--- config.mk ---
export PLATFORM = sky130hd
export DESIGN_NAME = sorted_list_insert_search_delete
export DESIGN_NICKNAME = d
export VERILOG_FILES = /design/src/hw/rtl/slsd_pkg.sv /design/src/hw/rtl/slsd_cell.sv /design/src/hw/rtl/sorted_list_insert_search_delete.sv
export SDC_FILE = /design/constraint.sdc
export NUM_CORES = 2
export LEC_CHECK = 0
export BUFFER_PORTS_ARGS = -buffer_cell sky130_fd_sc_hd__buf_4
export CORE_ASPECT_RATIO = 1.4
export CORE_MARGIN = 5
export CORE_UTILIZATION = 39
export CTS_CLUSTER_SIZE = 12
export DETAILED_ROUTE_END_ITERATION = 16
export GPL_TIMING_DRIVEN = 1
export REMOVE_ABC_BUFFERS = 1
export SYNTH_ARGS = -nofsm -noshare
export SYNTH_HDL_FRONTEND = slang
export SYNTH_SLANG_ARGS = --single-unit
--- constraint.sdc ---
create_clock -name clk -period 9.68 [get_ports clk]
set_clock_uncertainty 0.2 [all_clocks]
set_input_delay 1.936 -clock clk [delete_from_list [all_inputs] [get_ports clk]]
set_output_delay 1.936 -clock clk [all_outputs]
set_load 0.1 [all_outputs]
--- src/hw/rtl/slsd_pkg.sv ---
// shared types and constants for the sorted list block
package slsd_pkg;

    localparam int DEF_LIST_DEPTH = 16;
    localparam int VALUE_W        = 32;
    localparam int MODE_W         = 2;
    localparam int COUNT_OUT_W    = 5;

    // request operation codes (code three is unused and does nothing)
    typedef enum logic [MODE_W-1:0] {
        MODE_INSERT = 2'd0,
        MODE_SEARCH = 2'd1,
        MODE_DELETE = 2'd2
    } slsd_mode_t;

    // sequencer states
    typedef enum logic {
        ST_IDLE,
        ST_APPLY
    } slsd_state_t;

    // one request
    typedef struct packed {
        logic [MODE_W-1:0]         mode;
        logic signed [VALUE_W-1:0] value;
    } slsd_req_t;

    // one result
    typedef struct packed {
        logic                   found;
        logic                   full_refused;
        logic [COUNT_OUT_W-1:0] entry_count;
    } slsd_rsp_t;

    // controls broadcast from the sequencer to every cell
    typedef struct packed {
        logic cmp_en;
        logic ins_en;
        logic del_en;
    } slsd_ctrl_t;

endpackage

--- src/hw/rtl/slsd_cell.sv ---
// one slot of the sorted list: holds an entry, compares it and shifts with its neighbors
module slsd_cell (
    input  logic                                clk,
    input  logic                                occupied,
    input  slsd_pkg::slsd_ctrl_t                ctrl,
    input  logic signed [slsd_pkg::VALUE_W-1:0] cmp_value,
    input  logic signed [slsd_pkg::VALUE_W-1:0] new_value,
    input  logic                                lt_left,
    input  logic signed [slsd_pkg::VALUE_W-1:0] left_entry,
    input  logic signed [slsd_pkg::VALUE_W-1:0] right_entry,
    output logic signed [slsd_pkg::VALUE_W-1:0] entry,
    output logic                                lt,
    output logic                                eq
);

    logic signed [slsd_pkg::VALUE_W-1:0] entry_reg;
    logic                                lt_reg;
    logic                                eq_reg;
    logic                                lt_next;
    logic                                eq_next;

    // compare held entry against the incoming request value
    always_comb
    begin
        lt_next = occupied && (entry_reg < cmp_value);
        eq_next = occupied && (entry_reg == cmp_value);
    end

    // flags captured when a request is taken
    always_ff @(posedge clk)
    begin
        if (ctrl.cmp_en)
        begin
            lt_reg <= lt_next;
            eq_reg <= eq_next;
        end
    end

    // entry update: insert opens a gap at the first entry not below the value,
    // delete closes over the first equal entry; lower cells keep their entry
    always_ff @(posedge clk)
    begin
        if (ctrl.ins_en && !lt_reg)
        begin
            entry_reg <= lt_left ? new_value : left_entry;
        end
        else if (ctrl.del_en && !lt_reg)
        begin
            entry_reg <= right_entry;
        end
    end

    assign entry = entry_reg;
    assign lt    = lt_reg;
    assign eq    = eq_reg;

endmodule

--- src/hw/rtl/sorted_list_insert_search_delete.sv ---
// sorted list top level: request sequencer, entry count and the row of cells
//
//  channel   signals                    direction  flow control
//  request   start, busy, req           in         taken when start && !busy
//  result    done, result               out        one-cycle strobe, no stall
//
// a request passes through the apply state: the edge that takes it captures the compare
// flags of every cell, the next edge shifts the row and registers the result.
// done is high in the cycle after that, and busy is already low there, so a
// new request can go in while done is high. every cell compares in parallel.
// reset clears the count and the sequencer; slots are not cleared and only
// slots below the count are ever used. the result side has no back-pressure.
module sorted_list_insert_search_delete #(
    parameter int LIST_DEPTH = slsd_pkg::DEF_LIST_DEPTH
) (
    input  logic                clk,
    input  logic                rst_n,
    input  logic                start,
    output logic                busy,
    input  slsd_pkg::slsd_req_t req,
    output logic                done,
    output slsd_pkg::slsd_rsp_t result
);

    localparam int CNT_W = $clog2(LIST_DEPTH + 1);

    slsd_pkg::slsd_state_t state_reg;
    slsd_pkg::slsd_state_t state_next;
    slsd_pkg::slsd_req_t   req_reg;
    logic [CNT_W-1:0]      count_reg;
    logic [CNT_W-1:0]      count_next;
    logic                  done_reg;
    slsd_pkg::slsd_rsp_t   rsp_reg;
    slsd_pkg::slsd_rsp_t   rsp_next;
    slsd_pkg::slsd_ctrl_t  ctrl;
    logic                  take;
    logic                  applying;
    logic                  list_full;
    logic                  any_eq;
    logic                  is_insert;
    logic                  is_search;
    logic                  is_delete;
    logic [31:0]           count_wide;

    logic signed [slsd_pkg::VALUE_W-1:0] entry_vec [LIST_DEPTH];
    logic [LIST_DEPTH-1:0]               lt_vec;
    logic [LIST_DEPTH-1:0]               eq_vec;
    logic [LIST_DEPTH-1:0]               occ_vec;

    // next state
    always_comb
    begin
        state_next = state_reg;
        unique case (state_reg)
            slsd_pkg::ST_IDLE:
            begin
                if (start)
                begin
                    state_next = slsd_pkg::ST_APPLY;
                end
            end
            slsd_pkg::ST_APPLY:
            begin
                state_next = slsd_pkg::ST_IDLE;
            end
            default:
            begin
                state_next = slsd_pkg::ST_IDLE;
            end
        endcase
    end

    // sequencer outputs
    always_comb
    begin
        busy     = 1'b0;
        applying = 1'b0;
        unique case (state_reg)
            slsd_pkg::ST_IDLE:
            begin
                busy     = 1'b0;
                applying = 1'b0;
            end
            slsd_pkg::ST_APPLY:
            begin
                busy     = 1'b1;
                applying = 1'b1;
            end
            default:
            begin
                busy     = 1'b0;
                applying = 1'b0;
            end
        endcase
    end

    assign take = start && !busy;

    // request decode
    always_comb
    begin
        is_insert = req_reg.mode == slsd_pkg::MODE_INSERT;
        is_search = req_reg.mode == slsd_pkg::MODE_SEARCH;
        is_delete = req_reg.mode == slsd_pkg::MODE_DELETE;
    end

    assign list_full = count_reg == CNT_W'(LIST_DEPTH);
    assign any_eq    = |eq_vec;

    // cell controls
    always_comb
    begin
        ctrl.cmp_en = take;
        ctrl.ins_en = applying && is_insert && !list_full;
        ctrl.del_en = applying && is_delete && any_eq;
    end

    // count update
    always_comb
    begin
        count_next = count_reg;
        if (ctrl.ins_en)
        begin
            count_next = count_reg + CNT_W'(1);
        end
        else if (ctrl.del_en)
        begin
            count_next = count_reg - CNT_W'(1);
        end
    end

    // result fields
    always_comb
    begin
        count_wide            = 32'(count_next);
        rsp_next.found        = (is_search || is_delete) && any_eq;
        rsp_next.full_refused = is_insert && list_full;
        rsp_next.entry_count  = count_wide[slsd_pkg::COUNT_OUT_W-1:0];
    end

    // control registers
    always_ff @(posedge clk or negedge rst_n)
    begin
        if (!rst_n)
        begin
            state_reg <= slsd_pkg::ST_IDLE;
            count_reg <= '0;
            done_reg  <= 1'b0;
        end
        else
        begin
            state_reg <= state_next;
            count_reg <= count_next;
            done_reg  <= applying;
        end
    end

    // request and result payload
    always_ff @(posedge clk)
    begin
        if (take)
        begin
            req_reg <= req;
        end
        if (applying)
        begin
            rsp_reg <= rsp_next;
        end
    end

    assign done   = done_reg;
    assign result = rsp_reg;

    // row of cells
    for (genvar i = 0; i < LIST_DEPTH; i++)
    begin : g_cell
        logic                                lt_left_w;
        logic signed [slsd_pkg::VALUE_W-1:0] left_w;
        logic signed [slsd_pkg::VALUE_W-1:0] right_w;

        assign occ_vec[i] = count_reg > CNT_W'(i);

        if (i == 0)
        begin : g_first
            assign lt_left_w = 1'b1;
            assign left_w    = entry_vec[i];
        end
        else
        begin : g_mid
            assign lt_left_w = lt_vec[i-1];
            assign left_w    = entry_vec[i-1];
        end

        if (i == LIST_DEPTH - 1)
        begin : g_last
            assign right_w = entry_vec[i];
        end
        else
        begin : g_inner
            assign right_w = entry_vec[i+1];
        end

        slsd_cell u_cell (
            .clk        (clk),
            .occupied   (occ_vec[i]),
            .ctrl       (ctrl),
            .cmp_value  (req.value),
            .new_value  (req_reg.value),
            .lt_left    (lt_left_w),
            .left_entry (left_w),
            .right_entry(right_w),
            .entry      (entry_vec[i]),
            .lt         (lt_vec[i]),
            .eq         (eq_vec[i])
        );
    end

    // a result strobe always follows an apply cycle
    assert property (@(posedge clk) disable iff (!rst_n)
        done |-> $past(applying))
        else $error("result strobe without an apply cycle");

    // the count never runs past the number of slots
    assert property (@(posedge clk) disable iff (!rst_n)
        count_reg <= CNT_W'(LIST_DEPTH))
        else $error("entry count beyond list depth");

    // a refused insert leaves a full list and reports it
    assert property (@(posedge clk) disable iff (!rst_n)
        done && result.full_refused |-> list_full && $stable(count_reg))
        else $error("insert refused on a list that is not full");

    // busy only for the single apply cycle after a request is taken
    assert property (@(posedge clk) disable iff (!rst_n)
        take |=> busy ##1 !busy)
        else $error("request did not finish in two cycles");

endmodule
Yosys cells after proc, flatten, opt, wreduce, memory -nomap -nowiden
Index checks and enable logic that the tools add are counted.

word-level totals
  bits in read-only memories = 0
  memories = 0
  word-level logic and storage cells = 266
  bits in latches = 0
  memory bits (writable) = 0
  register bits after elaboration = 592

cells by class
  shifts and indexed selects = 0
  reduce and logical (&&, ||, !) cells = 106
  eq/ne operators = 19
  add/subtract/negate cells = 2
  divide/modulo/power cells = 0
  muxes and demuxes = 50
  multipliers = 0
  magnitude comparators = 32
  bitwise logic cells = 1

operator list
  operator             number
  $mux 32              45
  $eq 32x32->1         16
  $lt 32x32->1         16
  $logic_and 1x1->1    70
  $gt 5x4->1 const B   8
  $reduce_bool 2->1    15
  $gt 5x3->1 const B   4
  $logic_not 1->1      18
  $reduce_or 16->1     1
  $gt 5x1->1 const B   2
  $gt 5x2->1 const B   2
  $mux 5               2
  $add 5x1->5 const B  1
  $eq 5x5->1 const B   1
  $sub 5x1->5 const B  1
  $pmux 1 s2           2
  $eq 2x1->1 const B   1
  $eq 2x2->1 const B   1
  $logic_not 2->1      1
  $logic_or 1x1->1     1
  $mux 1               1
  $not 1->1            1

Longest topological paths before layout
  word-level depth = 7
  gate-level depth with buffers = 9
  depth with buffers taken out = 8

Cells and area by module
Synthesis repeated with hierarchy kept, for this count alone.

second synthesis, totals
  cells, all modules = 4321
  area, all modules = 42444.5 um^2

modules (own cells, without submodules)
  module                            times used  seq. area each (um^2)  cells an instance  area each (um^2)
  slsd_cell                         16          1021.0                 262                2529.9
  sorted_list_insert_search_delete  1           1406.3                 129                1965.6

Worst setup path after synthesis
No wires, ideal clock.

  path type = in2reg
  start point = input start
  end point = register g_cell[0].u_cell.eq_reg, enable pin
  slack = 4.121 ns
  data required time = 8.982 ns
  path buffers = 0
  library setup time = 0.498 ns
  stages = 1
  arrival = 4.861 ns
  cell sequence = nor2b_1

on the way
  longest elaborated chain between the ends = 1

RTL lines
  item                    RTL line                                RTL
  start: declaration      sorted_list_insert_search_delete.sv:18  input logic start,
  $logic_and 1x1->1       sorted_list_insert_search_delete.sv:97  assign take = start && !busy;
  end signal: assignment  slsd_cell.sv:35                         eq_reg <= eq_next;
  end: declaration        slsd_cell.sv:18                         logic eq_reg;

Every way passes these cells.
A chain may end at the register's enable or synchronous reset.

Final worst setup path
  start point = input req[15] (netlist bit)
  end point = register g_cell[0].u_cell.lt_reg (data pin)

on the way
  longest elaborated chain between the ends = 2

RTL lines
  item                          RTL line                                RTL
  start: declaration            sorted_list_insert_search_delete.sv:20  input slsd_pkg::slsd_req_t req,
  $lt 32x32->1                  slsd_cell.sv:25                         lt_next = occupied && (entry_reg < cmp_value);
  $logic_and 1x1->1             slsd_cell.sv:25
  via g_cell[0].u_cell.lt_next  slsd_cell.sv:19                         logic lt_next;
  end signal: assignment        slsd_cell.sv:34                         lt_reg <= lt_next;
  end: declaration              slsd_cell.sv:17                         logic lt_reg;

The timed path passes the listed nets, and every way through them passes these cells.

==> results.sh <==
export IMPL_synthArstFlopShare=0.0118
export IMPL_dp_hpwl_mm=85.6
export IMPL_dp_cells=4909
export IMPL_final_common_cell="a21oi_1"
export IMPL_drt_wl_total_mm=116
export IMPL_vias=29200
export IMPL_grt_busiest_layer="met2"
export IMPL_root_buffer="clkbuf_16"
export IMPL_grt_usage=0.205
export IMPL_h_tree_depth=3
export IMPL_routabilityCongestion=0.864
export IMPL_worst_setup_path_end_kind="flop"
export IMPL_grt_pass1_wl_mm=175
export IMPL_tns_ns=0
export IMPL_cts_hold_buffers_added=0
export IMPL_grt_pass1_vias=29600
export IMPL_firstDrtPassIters=5
export IMPL_swShare=0.301
export IMPL_intPower_w=0.00509
export IMPL_postSynthCellCount=3666
export IMPL_initial_core_util=0.391
export IMPL_outcome="finished, final reports clean"
export IMPL_combPwrFrac=0.194
export IMPL_drive_gt1_frac=0.0802
export IMPL_timing_fmax_mhz=229
export IMPL_final_cell_mix="a21oi_1, edfxtp_1, ha_1"
export IMPL_synth_yosys_warnings=0
export IMPL_drt_iter0_drc=1786
export IMPL_largest_register_ffs=512
export IMPL_synth_seq_area_share=0.444
export IMPL_cts_clk_slew_worst_paths_ns=0.06
export IMPL_dieArea_mm2=0.109
export IMPL_grt_use_met1=0.254
export IMPL_min_period_over_period=0.451
export IMPL_period_minus_slack_ns=4.36
export IMPL_total_power_w=0.00728
export IMPL_diodes=0
export IMPL_via_per_inst=5.80
export IMPL_post_route_drc_count=0
export IMPL_cts_sinks=592
export IMPL_grt_util_met3=0.0224
export IMPL_fp_dieH_um=389
export IMPL_power_frac_seq=0.440
export IMPL_fin_cells=5029
export IMPL_yosysUniqueCellTypes=67
export IMPL_numCtsBuffers=68
export IMPL_std_cell_rows=139
export IMPL_finalHoldViolCount=0
export IMPL_drv_cap=0
export IMPL_synth_avg_cell_area_um2=10.9
export IMPL_cts_repair_resized=0
export IMPL_cts_tree="done"
export IMPL_tightestPinTransition_ns=1.28
export IMPL_synth_seq_cells=592
export IMPL_syn2layout_area_growth_pct=9.54
export IMPL_rsz0062_at_grt="no"
export IMPL_p_leak_nw=17.5
export IMPL_switching_power_w=0.00219
export IMPL_clkLatencyLatePin_ns=0.63
export IMPL_synth_edff_count=585
export IMPL_clkPwrFrac=0.366
export IMPL_slew_violations=0
export IMPL_fin_nets=4196
export IMPL_hold_path_class="reg -> reg"
export IMPL_antenna_found_initial=0
export IMPL_arrival_ns=4.53
export IMPL_grt_max_degree=65
export IMPL_synth_main_ff_cell="edfxtp_1"
export IMPL_ir_worst_vdd_mv=0.141
export IMPL_coreArea_mm2=0.102
export IMPL_io_pins=46
export IMPL_dieWidth_um=280
export IMPL_wl_per_cell_um=23.0
export IMPL_criticalPathCategory="in -> reg"
export IMPL_required_ns=9.84
export IMPL_io_buffer_count=45
export IMPL_worstSetupStartpointType="primary input"
export IMPL_synth_area_mm2=0.0399
export IMPL_grtUsageMet2=0.372
export IMPL_setup_viol=0
export IMPL_max_clock_path_buffers=3
export IMPL_grt_overflow=0
export IMPL_final_core_util=0.428
export IMPL_path_max_fanout=16
export IMPL_ant_nets=0
export IMPL_power_density_mw_per_mm2=166
export IMPL_slew_headroom=0.145
export IMPL_post_cts_buffers=0
[Yosys cell counts (4+ instances only)]
library cell / n / share of area
a2111o_1: 9 / 0.0025
a211oi_1: 9 / 0.0017
a21boi_0: 4 / 0.00075
a21o_1: 45 / 0.0085
a21oi_1: 641 / 0.080
a221oi_1: 16 / 0.0035
and3_1: 5 / 0.00078
and4_1: 27 / 0.0059
buf_1: 36 / 0.0034
buf_2: 100 / 0.013
buf_6: 4 / 0.0011
clkbuf_1: 45 / 0.0042
dfrtp_1: 7 / 0.0044
edfxtp_1: 585 / 0.44
ha_1: 519 / 0.16
inv_1: 73 / 0.0069
mux2_2: 36 / 0.010
mux2_4: 28 / 0.011
mux2i_1: 457 / 0.11
nand2_1: 101 / 0.0095
nand3_1: 30 / 0.0038
nand4_1: 93 / 0.015
nor2_1: 509 / 0.048
nor2_4: 16 / 0.0045
nor2b_1: 38 / 0.0060
nor3_1: 16 / 0.0020
nor4_1: 24 / 0.0038
nor4b_1: 6 / 0.0013
nor4bb_1: 5 / 0.0013
o211ai_1: 15 / 0.0028
o21a_1: 7 / 0.0013
o21ai_0: 67 / 0.0084
o21bai_1: 10 / 0.0019
o31ai_1: 6 / 0.0011
o32ai_1: 9 / 0.0020
or2_2: 8 / 0.0013
or3_1: 16 / 0.0025
[routing by layer]
metal / up-vias / wire length (um)
met2: 615 / 59300
met4: 0 / 3550
li1: 13900 / -
met5: - / 0
met1: 14500 / 48500
met3: 210 / 4210
[power groups by stage]
stage          Clock (W)  Sequential, W  Combinational [W]
6_report         0.00266        0.00320            0.00141
5_1_grt          0.00280        0.00322            0.00156
4_1_cts          0.00271        0.00320            0.00141
3_5_place_dp           0        0.00326            0.00141
3_3_place_gp           0        0.00326            0.00137
2_1_floorplan          0        0.00332           0.000878
[worst max-delay path, stage by stage]
cell      delay (ns)
buf_4           0.11
inv_1           0.60
ha_1            0.40
nand4_2         0.14
nor4_2          0.08
a21boi_1        0.13
or4_1           0.60
a21oi_1         0.19
mux2_1          0.33
[cells by family (layout without fill, tap and decap cells)]
group / Yosys count / after routing / synth area share
fa+ha+maj: 519 / 519 / 0.163
simple gates: 910 / 910 / 0.109
flops: 592 / 592 / 0.444
compound gates: 859 / 859 / 0.120
mux: 522 / 522 / 0.136
buf+inv: 260 / 284 / 0.0285
xor+xnor: 4 / 4 / 0.000878
[cell type report]
class	count	area (um2)
Sequential cell	592	17700
Timing Repair Buffer	91	683
Clock inverter	33	323
Clock buffer	87	1870
Fill cell	9683	58300
Multi-Input combinational cell	2814	21200
Inverter	73	274
Tap cell	1339	1680
[path summary, 6_finish.rpt]
path                                            start                         end  slack (ns)  cells after the start
setup / recovery                              req[15]         g_cell[0].u_cell.lt        5.32                      9
hold / removal             g_cell[14].u_cell.entry[0]  g_cell[13].u_cell.entry[0]        0.41                      2
setup reg to reg                  g_cell[1].u_cell.eq  g_cell[7].u_cell.entry[10]        5.81                      7
hold reg to reg            g_cell[14].u_cell.entry[0]  g_cell[13].u_cell.entry[0]        0.41                      2
max in group asynchronous                       rst_n                count_reg[0]        8.19                      1
min in group asynchronous                       rst_n                count_reg[3]        0.93                      1
[per-stage QoR]
stage                     hold WS (ns)  cell area, um2  setup slack (ns)
after global placement           0.387           41600              4.74
after floorplan                  0.373           39100              4.12
after detailed placement         0.398           41600              4.69
after CTS                        0.410           43700              5.36
after global routing             0.438           43700              5.23
final                            0.409           43700              5.32
(Power assumes the default switching activity.)
